===== src/design/stroke_stream_interpolator_assert.svh =====
// Assertion macros shared by the stroke stream interpolator modules.
`ifndef STROKE_STREAM_INTERPOLATOR_ASSERT_SVH
`define STROKE_STREAM_INTERPOLATOR_ASSERT_SVH
`ifndef SYNTHESIS
// Same-cycle implication, checked outside reset.
`define SSI_ASSERT_IMPL(lbl, clk, rst_n, ante, cons) \
    lbl: assert property (@(posedge clk) disable iff (!(rst_n)) (ante) |-> (cons)) \
        else $error("ssi: same-cycle check failed");
// Next-cycle implication, checked outside reset.
`define SSI_ASSERT_NEXT(lbl, clk, rst_n, ante, cons) \
    lbl: assert property (@(posedge clk) disable iff (!(rst_n)) (ante) |=> (cons)) \
        else $error("ssi: next-cycle check failed");
`else
`define SSI_ASSERT_IMPL(lbl, clk, rst_n, ante, cons)
`define SSI_ASSERT_NEXT(lbl, clk, rst_n, ante, cons)
`endif
`endif


===== src/design/ssi_pkg.sv =====
// Shared types and constants of the stroke stream interpolator.
package ssi_pkg;

    // Number of line segments per record; each record gives this many plus one points.
    localparam int INTERP_SEGMENTS = 5;

    localparam int POS_W   = 20;
    localparam int BYTE_W  = 8;
    localparam int SCALE_W = 12;
    localparam int HUE_W   = 8;

    localparam int STEP_W = $clog2(INTERP_SEGMENTS + 1);
    localparam int REM_W  = $clog2(INTERP_SEGMENTS + 1);

    // Reciprocal of the segment count: quotient = (a * RECIP_MULT) >> RECIP_SHIFT,
    // low by at most one for any a below 2**POS_W.
    localparam int RECIP_SHIFT = POS_W + 5;
    localparam int RECIP_W     = RECIP_SHIFT + 1;
    localparam logic [RECIP_W-1:0] RECIP_MULT =
        RECIP_W'((64'd1 << RECIP_SHIFT) / INTERP_SEGMENTS);

    localparam logic signed [POS_W-1:0] POS_MAX = 20'sh7FFFF;
    localparam logic signed [POS_W-1:0] POS_MIN = 20'sh80000;

    localparam logic [HUE_W-1:0] HUE_STEP = 8'd3;

    // Command queue; depth is a power of two so the pointers wrap on their own.
    localparam int Q_DEPTH = 4;
    localparam int Q_AW    = $clog2(Q_DEPTH);
    localparam int Q_CW    = $clog2(Q_DEPTH + 1);

    // Configuration register map.
    localparam int CFG_IDX_W  = 3;
    localparam int CFG_DATA_W = 20;
    localparam logic [CFG_IDX_W-1:0] CFG_PEN_UP_CODE = 3'd0;
    localparam logic [CFG_IDX_W-1:0] CFG_ORIGIN_X    = 3'd1;
    localparam logic [CFG_IDX_W-1:0] CFG_ORIGIN_Y    = 3'd2;
    localparam logic [CFG_IDX_W-1:0] CFG_GLYPH_SCALE = 3'd3;
    localparam logic [CFG_IDX_W-1:0] CFG_HOME_X      = 3'd4;
    localparam logic [CFG_IDX_W-1:0] CFG_HOME_Y      = 3'd5;

    localparam logic signed [BYTE_W-1:0]  RST_PEN_UP_CODE = -8'sd128;
    localparam logic signed [POS_W-1:0]   RST_ORIGIN_X    = 20'sd4608;
    localparam logic signed [POS_W-1:0]   RST_ORIGIN_Y    = 20'sd19200;
    localparam logic [SCALE_W-1:0]        RST_GLYPH_SCALE = 12'd256;
    localparam logic signed [POS_W-1:0]   RST_HOME_X      = 20'sd4608;
    localparam logic signed [POS_W-1:0]   RST_HOME_Y      = 20'sd19200;

    // One classified record from the parser.
    typedef struct packed {
        logic                     line;  // a complete record: draw or move
        logic                     pen;   // 1 for a draw record
        logic signed [BYTE_W-1:0] gx;
        logic signed [BYTE_W-1:0] gy;
        logic                     last;  // glyph ends after this record
    } t_cmd;

    // Geometry registers seen by the back end.
    typedef struct packed {
        logic signed [POS_W-1:0] origin_x;
        logic signed [POS_W-1:0] origin_y;
        logic [SCALE_W-1:0]      scale;
        logic signed [POS_W-1:0] home_x;
        logic signed [POS_W-1:0] home_y;
    } t_back_cfg;

endpackage


===== src/design/ssi_front.sv =====
// Byte parser: splits the stroke stream into draw, move and end commands.
module ssi_front (
    input  logic                            i_clk,
    input  logic                            i_rst_n,
    input  logic                            i_valid,
    output logic                            o_ready,
    input  logic signed [ssi_pkg::BYTE_W-1:0] i_code_byte,
    input  logic                            i_last_byte,
    input  logic signed [ssi_pkg::BYTE_W-1:0] i_pen_up_code,
    input  logic                            i_q_ready,
    output logic                            o_push,
    output ssi_pkg::t_cmd                   o_cmd
);
    import ssi_pkg::*;

    localparam logic [1:0] PH_START  = 2'd0;
    localparam logic [1:0] PH_DRAW_Y = 2'd1;
    localparam logic [1:0] PH_MOVE_X = 2'd2;
    localparam logic [1:0] PH_MOVE_Y = 2'd3;

    logic [1:0]               r_phase, n_phase;
    logic signed [BYTE_W-1:0] r_held, n_held;
    logic                     accept;
    logic                     line, pen;

    assign o_ready = i_q_ready;
    assign accept  = i_valid && o_ready;

    always_comb begin
        n_phase = r_phase;
        n_held  = r_held;
        line    = 1'b0;
        pen     = 1'b0;
        case (r_phase)
            PH_START: begin
                if (i_code_byte == i_pen_up_code) begin
                    n_phase = PH_MOVE_X;
                end else begin
                    n_held  = i_code_byte;
                    n_phase = PH_DRAW_Y;
                end
            end
            PH_DRAW_Y: begin
                line    = 1'b1;
                pen     = 1'b1;
                n_phase = PH_START;
            end
            PH_MOVE_X: begin
                n_held  = i_code_byte;
                n_phase = PH_MOVE_Y;
            end
            PH_MOVE_Y: begin
                line    = 1'b1;
                n_phase = PH_START;
            end
            default: begin
                n_phase = PH_START;
            end
        endcase
        // an unfinished record is dropped at the end of the glyph
        if (i_last_byte) begin
            n_phase = PH_START;
        end
    end

    assign o_push    = accept && (line || i_last_byte);
    assign o_cmd.line = line;
    assign o_cmd.pen  = pen;
    assign o_cmd.gx   = r_held;
    assign o_cmd.gy   = i_code_byte;
    assign o_cmd.last = i_last_byte;

    always_ff @(posedge i_clk) begin
        if (!i_rst_n) begin
            r_phase <= PH_START;
            r_held  <= '0;
        end else if (accept) begin
            r_phase <= n_phase;
            r_held  <= n_held;
        end
    end

endmodule


===== src/design/ssi_cmd_fifo.sv =====
// Short command queue between the parser and the interpolation back end.
`include "stroke_stream_interpolator_assert.svh"
module ssi_cmd_fifo (
    input  logic          i_clk,
    input  logic          i_rst_n,
    input  logic          i_push,
    input  ssi_pkg::t_cmd i_cmd,
    output logic          o_not_full,
    input  logic          i_pop,
    output logic          o_valid,
    output ssi_pkg::t_cmd o_cmd
);
    import ssi_pkg::*;

    t_cmd            r_mem [Q_DEPTH];
    logic [Q_AW-1:0] r_wr, r_rd;
    logic [Q_CW-1:0] r_count;
    logic            do_push, do_pop;

    assign o_not_full = (r_count != Q_CW'(Q_DEPTH));
    assign o_valid    = (r_count != '0);
    assign o_cmd      = r_mem[r_rd];
    assign do_push    = i_push && o_not_full;
    assign do_pop     = i_pop && o_valid;

    always_ff @(posedge i_clk) begin
        if (do_push) begin
            r_mem[r_wr] <= i_cmd;
        end
    end

    always_ff @(posedge i_clk) begin
        if (!i_rst_n) begin
            r_wr    <= '0;
            r_rd    <= '0;
            r_count <= '0;
        end else begin
            if (do_push) begin
                r_wr <= r_wr + 1'b1;
            end
            if (do_pop) begin
                r_rd <= r_rd + 1'b1;
            end
            case ({do_push, do_pop})
                2'b10:   r_count <= r_count + 1'b1;
                2'b01:   r_count <= r_count - 1'b1;
                default: r_count <= r_count;
            endcase
        end
    end

    `SSI_ASSERT_IMPL(a_count_bound, i_clk, i_rst_n, 1'b1, r_count <= Q_CW'(Q_DEPTH))
    `SSI_ASSERT_IMPL(a_no_push_full, i_clk, i_rst_n, i_push, o_not_full)

endmodule


===== src/design/ssi_back.sv =====
// Interpolation back end: target, reciprocal divide, point emitter, output register.
`include "stroke_stream_interpolator_assert.svh"
module ssi_back (
    input  logic                           i_clk,
    input  logic                           i_rst_n,
    input  ssi_pkg::t_back_cfg             i_cfg,
    input  logic                           i_q_valid,
    input  ssi_pkg::t_cmd                  i_q_cmd,
    output logic                           o_q_pop,
    output logic                           o_valid,
    input  logic                           i_ready,
    output logic signed [ssi_pkg::POS_W-1:0] o_point_x,
    output logic signed [ssi_pkg::POS_W-1:0] o_point_y,
    output logic                           o_pen_down,
    output logic [ssi_pkg::HUE_W-1:0]      o_light_hue,
    output logic                           o_glyph_end
);
    import ssi_pkg::*;

    localparam int PROD_W = POS_W + RECIP_W;

    function automatic logic signed [POS_W-1:0] f_target(
        input logic signed [POS_W-1:0]  org,
        input logic signed [BYTE_W-1:0] g,
        input logic [SCALE_W-1:0]       sc
    );
        logic signed [BYTE_W+SCALE_W:0]   prod;
        logic signed [POS_W+1:0]          sum;
        prod = $signed({{(SCALE_W+1){g[BYTE_W-1]}}, g})
             * $signed({{(BYTE_W+1){1'b0}}, sc});
        sum  = $signed({{2{org[POS_W-1]}}, org})
             + $signed({{(POS_W+1-BYTE_W-SCALE_W){prod[BYTE_W+SCALE_W]}}, prod});
        if (sum > $signed({{2{POS_MAX[POS_W-1]}}, POS_MAX})) begin
            return POS_MAX;
        end else if (sum < $signed({{2{POS_MIN[POS_W-1]}}, POS_MIN})) begin
            return POS_MIN;
        end
        return sum[POS_W-1:0];
    endfunction

    // ---------------- pipeline control ----------------
    logic r_s1_v, r_s2_v, r_s3_v, r_e_v, r_ov;
    logic s1_go, s2_go, s3_go, s1_free, s3_free, s2_free, e_free, e_last;
    logic out_take, emit;

    // stage 1: target
    logic                     r_s1_line, r_s1_pen, r_s1_last;
    logic signed [POS_W-1:0]  r_s1_tx, r_s1_ty;
    // position the next record starts from
    logic signed [POS_W-1:0]  r_plan_x, r_plan_y;
    // stage 2: difference and reciprocal product
    logic                     r_s2_line, r_s2_pen, r_s2_last;
    logic signed [POS_W-1:0]  r_s2_sx, r_s2_sy, r_s2_tx, r_s2_ty;
    logic                     r_s2_negx, r_s2_negy;
    logic [POS_W-1:0]         r_s2_ax, r_s2_ay;
    logic [PROD_W-1:0]        r_s2_px, r_s2_py;
    // stage 3: corrected quotient and remainder
    logic                     r_s3_line, r_s3_pen, r_s3_last;
    logic signed [POS_W-1:0]  r_s3_sx, r_s3_sy, r_s3_tx, r_s3_ty;
    logic                     r_s3_negx, r_s3_negy;
    logic [POS_W-1:0]         r_s3_qx, r_s3_qy;
    logic [REM_W-1:0]         r_s3_rx, r_s3_ry;
    // emitter
    logic                     r_e_line, r_e_pen, r_e_end;
    logic signed [POS_W-1:0]  r_e_sx, r_e_sy, r_e_tx, r_e_ty;
    logic                     r_e_negx, r_e_negy;
    logic [POS_W-1:0]         r_e_qx, r_e_qy, r_acc_qx, r_acc_qy;
    logic [REM_W-1:0]         r_e_rx, r_e_ry, r_acc_rx, r_acc_ry;
    logic [STEP_W-1:0]        r_step;
    logic [HUE_W-1:0]         r_hue;
    // output register
    logic signed [POS_W-1:0]  r_o_x, r_o_y;
    logic                     r_o_pen, r_o_end;
    logic [HUE_W-1:0]         r_o_hue;

    logic                     step_last;
    assign step_last = (r_step == STEP_W'(INTERP_SEGMENTS));
    assign out_take  = !r_ov || i_ready;
    assign emit      = r_e_v && out_take;
    assign e_last    = emit && (!r_e_line || (step_last && !r_e_end));
    assign e_free    = !r_e_v || e_last;
    assign s3_go     = r_s3_v && e_free;
    assign s3_free   = !r_s3_v || s3_go;
    assign s2_go     = r_s2_v && s3_free;
    assign s2_free   = !r_s2_v || s2_go;
    assign s1_go     = r_s1_v && s2_free;
    assign s1_free   = !r_s1_v || s1_go;
    assign o_q_pop   = i_q_valid && s1_free;

    // ---------------- stage 2 combinational ----------------
    logic signed [POS_W-1:0] s2_tx, s2_ty;
    logic signed [POS_W:0]   dx, dy;
    logic [POS_W-1:0]        ax, ay;
    assign s2_tx = r_s1_line ? r_s1_tx : r_plan_x;
    assign s2_ty = r_s1_line ? r_s1_ty : r_plan_y;
    assign dx    = $signed({s2_tx[POS_W-1], s2_tx}) - $signed({r_plan_x[POS_W-1], r_plan_x});
    assign dy    = $signed({s2_ty[POS_W-1], s2_ty}) - $signed({r_plan_y[POS_W-1], r_plan_y});
    assign ax    = dx[POS_W] ? POS_W'(-dx) : dx[POS_W-1:0];
    assign ay    = dy[POS_W] ? POS_W'(-dy) : dy[POS_W-1:0];

    // ---------------- stage 3 combinational ----------------
    logic [POS_W-1:0] qex, qey, remx, remy;
    assign qex  = r_s2_px[RECIP_SHIFT +: POS_W];
    assign qey  = r_s2_py[RECIP_SHIFT +: POS_W];
    assign remx = r_s2_ax - POS_W'(qex * POS_W'(INTERP_SEGMENTS));
    assign remy = r_s2_ay - POS_W'(qey * POS_W'(INTERP_SEGMENTS));

    // ---------------- emitter combinational ----------------
    logic signed [POS_W+1:0] ptx_w, pty_w;
    logic signed [POS_W-1:0] pt_x, pt_y;
    logic [REM_W:0]          sum_rx, sum_ry;
    logic                    carry_x, carry_y;
    assign ptx_w = $signed({{2{r_e_sx[POS_W-1]}}, r_e_sx})
                 + (r_e_negx ? -$signed({2'b00, r_acc_qx}) : $signed({2'b00, r_acc_qx}));
    assign pty_w = $signed({{2{r_e_sy[POS_W-1]}}, r_e_sy})
                 + (r_e_negy ? -$signed({2'b00, r_acc_qy}) : $signed({2'b00, r_acc_qy}));
    assign pt_x    = ptx_w[POS_W-1:0];
    assign pt_y    = pty_w[POS_W-1:0];
    assign sum_rx  = {1'b0, r_acc_rx} + {1'b0, r_e_rx};
    assign sum_ry  = {1'b0, r_acc_ry} + {1'b0, r_e_ry};
    assign carry_x = (sum_rx >= (REM_W+1)'(INTERP_SEGMENTS));
    assign carry_y = (sum_ry >= (REM_W+1)'(INTERP_SEGMENTS));

    // ---------------- control registers ----------------
    always_ff @(posedge i_clk) begin
        if (!i_rst_n) begin
            r_s1_v   <= 1'b0;
            r_s2_v   <= 1'b0;
            r_s3_v   <= 1'b0;
            r_e_v    <= 1'b0;
            r_ov     <= 1'b0;
            r_plan_x <= RST_HOME_X;
            r_plan_y <= RST_HOME_Y;
            r_hue    <= '0;
        end else begin
            if (s1_free) begin
                r_s1_v <= i_q_valid;
            end
            if (s2_free) begin
                r_s2_v <= r_s1_v;
            end
            if (s3_free) begin
                r_s3_v <= r_s2_v;
            end
            if (e_free) begin
                r_e_v <= r_s3_v;
            end
            if (out_take) begin
                r_ov <= r_e_v;
            end
            if (s1_go) begin
                if (r_s1_last) begin
                    r_plan_x <= i_cfg.home_x;
                    r_plan_y <= i_cfg.home_y;
                end else begin
                    r_plan_x <= s2_tx;
                    r_plan_y <= s2_ty;
                end
            end
            if (emit && r_e_line && r_e_pen) begin
                r_hue <= r_hue + HUE_STEP;
            end
        end
    end

    // ---------------- datapath registers ----------------
    always_ff @(posedge i_clk) begin
        if (o_q_pop) begin
            r_s1_line <= i_q_cmd.line;
            r_s1_pen  <= i_q_cmd.pen;
            r_s1_last <= i_q_cmd.last;
            r_s1_tx   <= f_target(i_cfg.origin_x, i_q_cmd.gx, i_cfg.scale);
            r_s1_ty   <= f_target(i_cfg.origin_y, i_q_cmd.gy, i_cfg.scale);
        end
        if (s1_go) begin
            r_s2_line <= r_s1_line;
            r_s2_pen  <= r_s1_pen;
            r_s2_last <= r_s1_last;
            r_s2_sx   <= r_plan_x;
            r_s2_sy   <= r_plan_y;
            r_s2_tx   <= s2_tx;
            r_s2_ty   <= s2_ty;
            r_s2_negx <= dx[POS_W];
            r_s2_negy <= dy[POS_W];
            r_s2_ax   <= ax;
            r_s2_ay   <= ay;
            r_s2_px   <= PROD_W'(ax * RECIP_MULT);
            r_s2_py   <= PROD_W'(ay * RECIP_MULT);
        end
        if (s2_go) begin
            r_s3_line <= r_s2_line;
            r_s3_pen  <= r_s2_pen;
            r_s3_last <= r_s2_last;
            r_s3_sx   <= r_s2_sx;
            r_s3_sy   <= r_s2_sy;
            r_s3_tx   <= r_s2_tx;
            r_s3_ty   <= r_s2_ty;
            r_s3_negx <= r_s2_negx;
            r_s3_negy <= r_s2_negy;
            if (remx >= POS_W'(INTERP_SEGMENTS)) begin
                r_s3_qx <= qex + 1'b1;
                r_s3_rx <= REM_W'(remx - POS_W'(INTERP_SEGMENTS));
            end else begin
                r_s3_qx <= qex;
                r_s3_rx <= REM_W'(remx);
            end
            if (remy >= POS_W'(INTERP_SEGMENTS)) begin
                r_s3_qy <= qey + 1'b1;
                r_s3_ry <= REM_W'(remy - POS_W'(INTERP_SEGMENTS));
            end else begin
                r_s3_qy <= qey;
                r_s3_ry <= REM_W'(remy);
            end
        end
        // a new job replaces the bookkeeping of the one just finished;
        // otherwise advance the accumulators one segment per emitted line point
        if (s3_go) begin
            r_e_line <= r_s3_line;
            r_e_pen  <= r_s3_pen;
            r_e_end  <= r_s3_last;
            r_e_sx   <= r_s3_sx;
            r_e_sy   <= r_s3_sy;
            r_e_tx   <= r_s3_tx;
            r_e_ty   <= r_s3_ty;
            r_e_negx <= r_s3_negx;
            r_e_negy <= r_s3_negy;
            r_e_qx   <= r_s3_qx;
            r_e_qy   <= r_s3_qy;
            r_e_rx   <= r_s3_rx;
            r_e_ry   <= r_s3_ry;
            r_step   <= '0;
            r_acc_qx <= '0;
            r_acc_qy <= '0;
            r_acc_rx <= '0;
            r_acc_ry <= '0;
        end else if (emit && r_e_line) begin
            r_step <= r_step + 1'b1;
            if (step_last) begin
                r_e_line <= 1'b0;
            end
            r_acc_qx <= r_acc_qx + r_e_qx + POS_W'(carry_x);
            r_acc_qy <= r_acc_qy + r_e_qy + POS_W'(carry_y);
            r_acc_rx <= carry_x ? REM_W'(sum_rx - (REM_W+1)'(INTERP_SEGMENTS)) : REM_W'(sum_rx);
            r_acc_ry <= carry_y ? REM_W'(sum_ry - (REM_W+1)'(INTERP_SEGMENTS)) : REM_W'(sum_ry);
        end
        if (emit) begin
            if (r_e_line) begin
                r_o_x   <= pt_x;
                r_o_y   <= pt_y;
                r_o_pen <= r_e_pen;
                r_o_hue <= r_e_pen ? r_hue : '0;
                r_o_end <= 1'b0;
            end else begin
                r_o_x   <= r_e_tx;
                r_o_y   <= r_e_ty;
                r_o_pen <= 1'b0;
                r_o_hue <= '0;
                r_o_end <= 1'b1;
            end
        end
    end

    assign o_valid     = r_ov;
    assign o_point_x   = r_o_x;
    assign o_point_y   = r_o_y;
    assign o_pen_down  = r_o_pen;
    assign o_light_hue = r_o_hue;
    assign o_glyph_end = r_o_end;

    `SSI_ASSERT_IMPL(a_last_point_on_target, i_clk, i_rst_n,
        r_e_v && r_e_line && step_last, (pt_x == r_e_tx) && (pt_y == r_e_ty))
    `SSI_ASSERT_IMPL(a_rem_bound, i_clk, i_rst_n, r_e_v,
        (r_acc_rx < REM_W'(INTERP_SEGMENTS)) && (r_acc_ry < REM_W'(INTERP_SEGMENTS)))
    `SSI_ASSERT_IMPL(a_end_pen_off, i_clk, i_rst_n, r_ov && r_o_end,
        !r_o_pen && (r_o_hue == '0))

endmodule


===== src/design/stroke_stream_interpolator.sv =====
// Top level of the stroke stream interpolator: configuration registers and block wiring.
//
//  channel   direction  handshake            payload
//  -------   ---------  -------------------  ------------------------------------------
//  stream    in         i_valid / o_ready    i_code_byte, i_last_byte
//  points    out        o_valid / i_ready    o_point_x, o_point_y, o_pen_down,
//                                            o_light_hue, o_glyph_end
//  config    in         i_cfg_we             i_cfg_index, i_cfg_data
//
// A byte is taken in the cycle it arrives while the command queue has space; the
// parser holds no more than one byte of a record.
// A complete record passes through the back end pipeline stages (target, reciprocal
// product, quotient correction), overlapped with the emission of the record before.
// The emitter gives one point per cycle while the output accepts: INTERP_SEGMENTS+1
// points per record plus one end transfer per glyph.
// Reset (synchronous, active low) empties the queue and pipeline, loads default
// registers and puts the pen at home. A stalled output holds the emitter, the
// pipeline backs up behind it, and o_ready drops once the queue is full.
module stroke_stream_interpolator (
    input  logic                                   i_clk,
    input  logic                                   i_rst_n,
    input  logic                                   i_valid,
    output logic                                   o_ready,
    input  logic signed [ssi_pkg::BYTE_W-1:0]      i_code_byte,
    input  logic                                   i_last_byte,
    output logic                                   o_valid,
    input  logic                                   i_ready,
    output logic signed [ssi_pkg::POS_W-1:0]       o_point_x,
    output logic signed [ssi_pkg::POS_W-1:0]       o_point_y,
    output logic                                   o_pen_down,
    output logic [ssi_pkg::HUE_W-1:0]              o_light_hue,
    output logic                                   o_glyph_end,
    input  logic                                   i_cfg_we,
    input  logic [ssi_pkg::CFG_IDX_W-1:0]          i_cfg_index,
    input  logic [ssi_pkg::CFG_DATA_W-1:0]         i_cfg_data
);
    import ssi_pkg::*;

    // Configuration registers; to be written only while the block is idle (the block does not enforce this).
    logic signed [BYTE_W-1:0] r_pen_up_code;
    logic signed [POS_W-1:0]  r_origin_x, r_origin_y, r_home_x, r_home_y;
    logic [SCALE_W-1:0]       r_glyph_scale;

    always_ff @(posedge i_clk) begin
        if (!i_rst_n) begin
            r_pen_up_code <= RST_PEN_UP_CODE;
            r_origin_x    <= RST_ORIGIN_X;
            r_origin_y    <= RST_ORIGIN_Y;
            r_glyph_scale <= RST_GLYPH_SCALE;
            r_home_x      <= RST_HOME_X;
            r_home_y      <= RST_HOME_Y;
        end else if (i_cfg_we) begin
            case (i_cfg_index)
                CFG_PEN_UP_CODE: r_pen_up_code <= i_cfg_data[BYTE_W-1:0];
                CFG_ORIGIN_X:    r_origin_x    <= i_cfg_data[POS_W-1:0];
                CFG_ORIGIN_Y:    r_origin_y    <= i_cfg_data[POS_W-1:0];
                CFG_GLYPH_SCALE: r_glyph_scale <= i_cfg_data[SCALE_W-1:0];
                CFG_HOME_X:      r_home_x      <= i_cfg_data[POS_W-1:0];
                CFG_HOME_Y:      r_home_y      <= i_cfg_data[POS_W-1:0];
                default:         ; // drop writes beyond the register map
            endcase
        end
    end

    t_back_cfg back_cfg;
    assign back_cfg.origin_x = r_origin_x;
    assign back_cfg.origin_y = r_origin_y;
    assign back_cfg.scale    = r_glyph_scale;
    assign back_cfg.home_x   = r_home_x;
    assign back_cfg.home_y   = r_home_y;

    // Front: classify bytes into commands.
    logic q_not_full, q_push, q_valid, q_pop;
    t_cmd push_cmd, head_cmd;

    ssi_front u_front (
        .i_clk         (i_clk),
        .i_rst_n       (i_rst_n),
        .i_valid       (i_valid),
        .o_ready       (o_ready),
        .i_code_byte   (i_code_byte),
        .i_last_byte   (i_last_byte),
        .i_pen_up_code (r_pen_up_code),
        .i_q_ready     (q_not_full),
        .o_push        (q_push),
        .o_cmd         (push_cmd)
    );

    // Queue: decouple parsing from point emission.
    ssi_cmd_fifo u_fifo (
        .i_clk      (i_clk),
        .i_rst_n    (i_rst_n),
        .i_push     (q_push),
        .i_cmd      (push_cmd),
        .o_not_full (q_not_full),
        .i_pop      (q_pop),
        .o_valid    (q_valid),
        .o_cmd      (head_cmd)
    );

    // Back: compute targets, divide the step, emit the points.
    ssi_back u_back (
        .i_clk       (i_clk),
        .i_rst_n     (i_rst_n),
        .i_cfg       (back_cfg),
        .i_q_valid   (q_valid),
        .i_q_cmd     (head_cmd),
        .o_q_pop     (q_pop),
        .o_valid     (o_valid),
        .i_ready     (i_ready),
        .o_point_x   (o_point_x),
        .o_point_y   (o_point_y),
        .o_pen_down  (o_pen_down),
        .o_light_hue (o_light_hue),
        .o_glyph_end (o_glyph_end)
    );

endmodule

===== config.mk =====
export PLATFORM = sky130hd
export DESIGN_NAME = stroke_stream_interpolator
export DESIGN_NICKNAME = d
export VERILOG_FILES = /design/src/design/ssi_pkg.sv /design/src/design/ssi_front.sv /design/src/design/ssi_cmd_fifo.sv /design/src/design/ssi_back.sv /design/src/design/stroke_stream_interpolator.sv
export VERILOG_INCLUDE_DIRS = /design/src /design/src/design
export SDC_FILE = /design/constraint.sdc
export NUM_CORES = 2
export LEC_CHECK = 0
export ABC_AREA = 0
export BUFFER_PORTS_ARGS = -buffer_cell sky130_fd_sc_hd__buf_2
export CAP_MARGIN = 5
export CORE_UTILIZATION = 33
export CTS_CLUSTER_DIAMETER = 150
export DETAILED_ROUTE_END_ITERATION = 8
export GPL_TIMING_DRIVEN = 0
export SLEW_MARGIN = 20
export SYNTH_ARGS = -nofsm -noshare
export SYNTH_HDL_FRONTEND = slang
export SYNTH_HIERARCHICAL = 1
export SYNTH_SLANG_ARGS = --single-unit

===== constraint.sdc =====
create_clock -name i_clk -period 10.2 [get_ports i_clk]
set_input_delay 2.04 -clock i_clk [delete_from_list [all_inputs] [get_ports i_clk]]
set_output_delay 2.04 -clock i_clk [all_outputs]
set_load 0.01 [all_outputs]

==> impl_metrics.toml <==
[detailed_routing]
drtIter0Drc = 2513
top_layer_used = "met5"
wirelength_microns = 147000
wl_per_cell_microns = 18.2
drtPass1Iterations = 8
via_per_inst = 4.85
met1_length_microns = 67200
ant_nets = 0
drc = 4
num_vias = 39100
wl_met2_microns = 68100
wl_met3_microns = 6340

[synthesis]
syn_area_per_cell_sq_um = 10.8
synth.distinct_cells = 104
synth-seq-area-share = 0.382
ys_top_cells_by_area = "edfxtp_1, fa_1, ha_1"
synth-seq-cells = 809
synth_cells = 5335
synth_top_area_share = 0.306
syn_area_sq_um = 57700
synth_top_area_cell = "edfxtp_1"
synth-async-reset-ratio = 0
ys.flop_type = "edfxtp_1"
yosysWarningCount = 6
synth-edff-count = 588
synthesis.nets = 6380

[sta]
timing.fmax_mhz = 96.3
finalSetupTns_ns = -0.679
final_hold_viol_count = 0
period_share = 1.02
slew_viol_final = 0
slew_headroom = 0.250
layout_setup_ws_ns = -0.184
min_period_ns = 10.38
worst_slew_pin_slew_ns = 1.12
setup_viol = 7
clock_skew_ns = 0.0662
rsz0062_at_grt = "yes"

[clock_network]
clock_latency_ns = 0.71
cts_tree = "built"
cts.clk_slew.worst_paths_ns = 0.06
cts_max_level = 3
clockBufferDepth = 3
cts_sinks = 809
clockRootBuffer = "clkbuf_16"
cts_buffers = 90
cts_hold_buf = 0

[critical_path]
crit_type = "register to register"
worst_path_most_repeated_cell = "fa_2"
critPathArrivalTime_ns = 10.84
critPathCaptureType = "register"
cp_max_fo = 5
cp_num_buf_inv = 8
crit_slowest_cell = "fa_2"
cp_data_required_time_ns = 10.66
slowest_delay_ns = 0.58
setup.worst_path.start_class = "register"
critPathTopFamily = "adder cells"

[status]
outcome = "complete, but fails checks"
violations = "design-rule violations, negative setup slack"

[floorplanning]
ios = 89
initial_core_util = 0.332
die_x_microns = 420
coreArea_sq_um = 174000
rows = 153
die-area_sq_um = 177000
die_h_microns = 420

[hold_path]
hp-class = "register to register"

[cells_and_area]
largest_reg_flops = 76
top_register = "u_fifo/r_mem"
syn2layout_area_growth_pct = 16.9
layout-drive-gt1-share = 0.138
fin_nets = 6707
fillers = 16900

[global_routing]
grt_max_degree = 94
overflow = 0
track_usage = 0.166
grt_pass1_vias = 39600
grt_pass1_wl_microns = 227000
antenna_found_initial = 14

[place]
hpwlAfterDp_microns = 116000
port_buffers = 88
routabilityCongestion = 0.916

[flow_run]
drv_cap = 0
## stage by stage
stage	setup WS, ns	area [sq um]	cells	utilization	hold WS (ns)
after CTS	0.0000639	66500	8010	0.383	0.349
after global routing	-0.459	67500	8066	0.388	0.363
after detailed placement	-2.88	61400	7760	0.353	0.405
final	-0.184	67500	8067	0.388	0.363
after floorplan	0.105	57700	5335	-	0.400
after global placement	-2.80	61100	7748	0.351	0.403
## cell type report
cell class,count,area [sq um],area share
multi-input cells,3640,34000,0.504
flip-flops and latches,809,22100,0.327
well taps,2325,2910,0.0431
inverters,728,2750,0.0407
clock buffers,114,2450,0.0364
repair buffers,240,1850,0.0273
plain buffers,153,802,0.0119
clock inverters,56,662,0.00980
diodes,2,5.00,0.0000741
## cell usage after synthesis (all sizes together), types with 59 or more instances
cell,instances
mux2i,121
xnor2,220
nor2,238
o31ai,66
nand3,59
nor3,78
o21ai,164
nor2b,82
fa,388
nand2b,63
xor2,81
dfxtp,221
nand2,491
a21oi,196
and2,142
clkbuf,104
ha,620
inv,726
a21o,109
edfxtp,588
## layer usage
metal  GRT usage  vias up
met1       0.224    19100
met5           0        -
met3      0.0232      223
met2       0.270      851
met4      0.0598        2
li1            -    19000
## cells by family (layout without fill, tap and decap cells)
group	Yosys count	after routing	share of synthesized area
AO/OA/AOI/OAI	811	811	0.0937
flip-flops	809	809	0.382
multiplexers	169	169	0.0346
adder cells (fa/ha/maj)	1008	1008	0.269
XOR/XNOR	301	301	0.0459
AND/OR/NAND/NOR	1351	1351	0.114
other	0	2	0
buffers and inverters	886	1291	0.0602
## worst paths after layout
check | slack [ns] | start | to | depth (start not counted)
worst max-delay path | -0.18 | u_back/r_s1_line | u_back/r_s2_py[39] | 41
worst min-delay path | 0.36 | u_back/r_s2_ty[18] | u_back/r_s3_ty[18] | 0
worst max register to register | -0.18 | u_back/r_s1_line | u_back/r_s2_py[39] | 41
worst min register to register | 0.36 | u_back/r_s2_ty[18] | u_back/r_s3_ty[18] | 0
## cells in the final DEF, fill, tap and decap left out, types with 40 or more instances in the layout
master	n
inv_1	705
edfxtp_1	588
ha_1	583
nand2_1	478
fa_1	367
nor2_1	228
dfxtp_1	221
xnor2_1	192
a21oi_1	183
buf_4	146
and2_1	136
o21ai_0	120
mux2i_1	116
buf_2	110
a21o_1	109
clkbuf_1	108
clkbuf_16	94
nor2b_1	80
nor3_1	68
xor2_1	63
nand2b_1	62
o31ai_1	59
nand3_1	57
o21a_1	45
and3_1	41
nand4_1	40
## repair_timing
| action | 4_1_cts | 5_1_grt |
|---|---|---|
| buffers inserted | 83 | 55 |
| endpoints found under the hold margin | 0 | 0 |
| pin swaps | 97 | 141 |
| cloned | 2 | 0 |
| setup endpoints to repair | 36 | 25 |
| resized for setup | 278 | 124 |
Power is left out: the tool's default activity adds up to more than one toggle a clock period on the data nets, which glitch-free logic cannot reach.
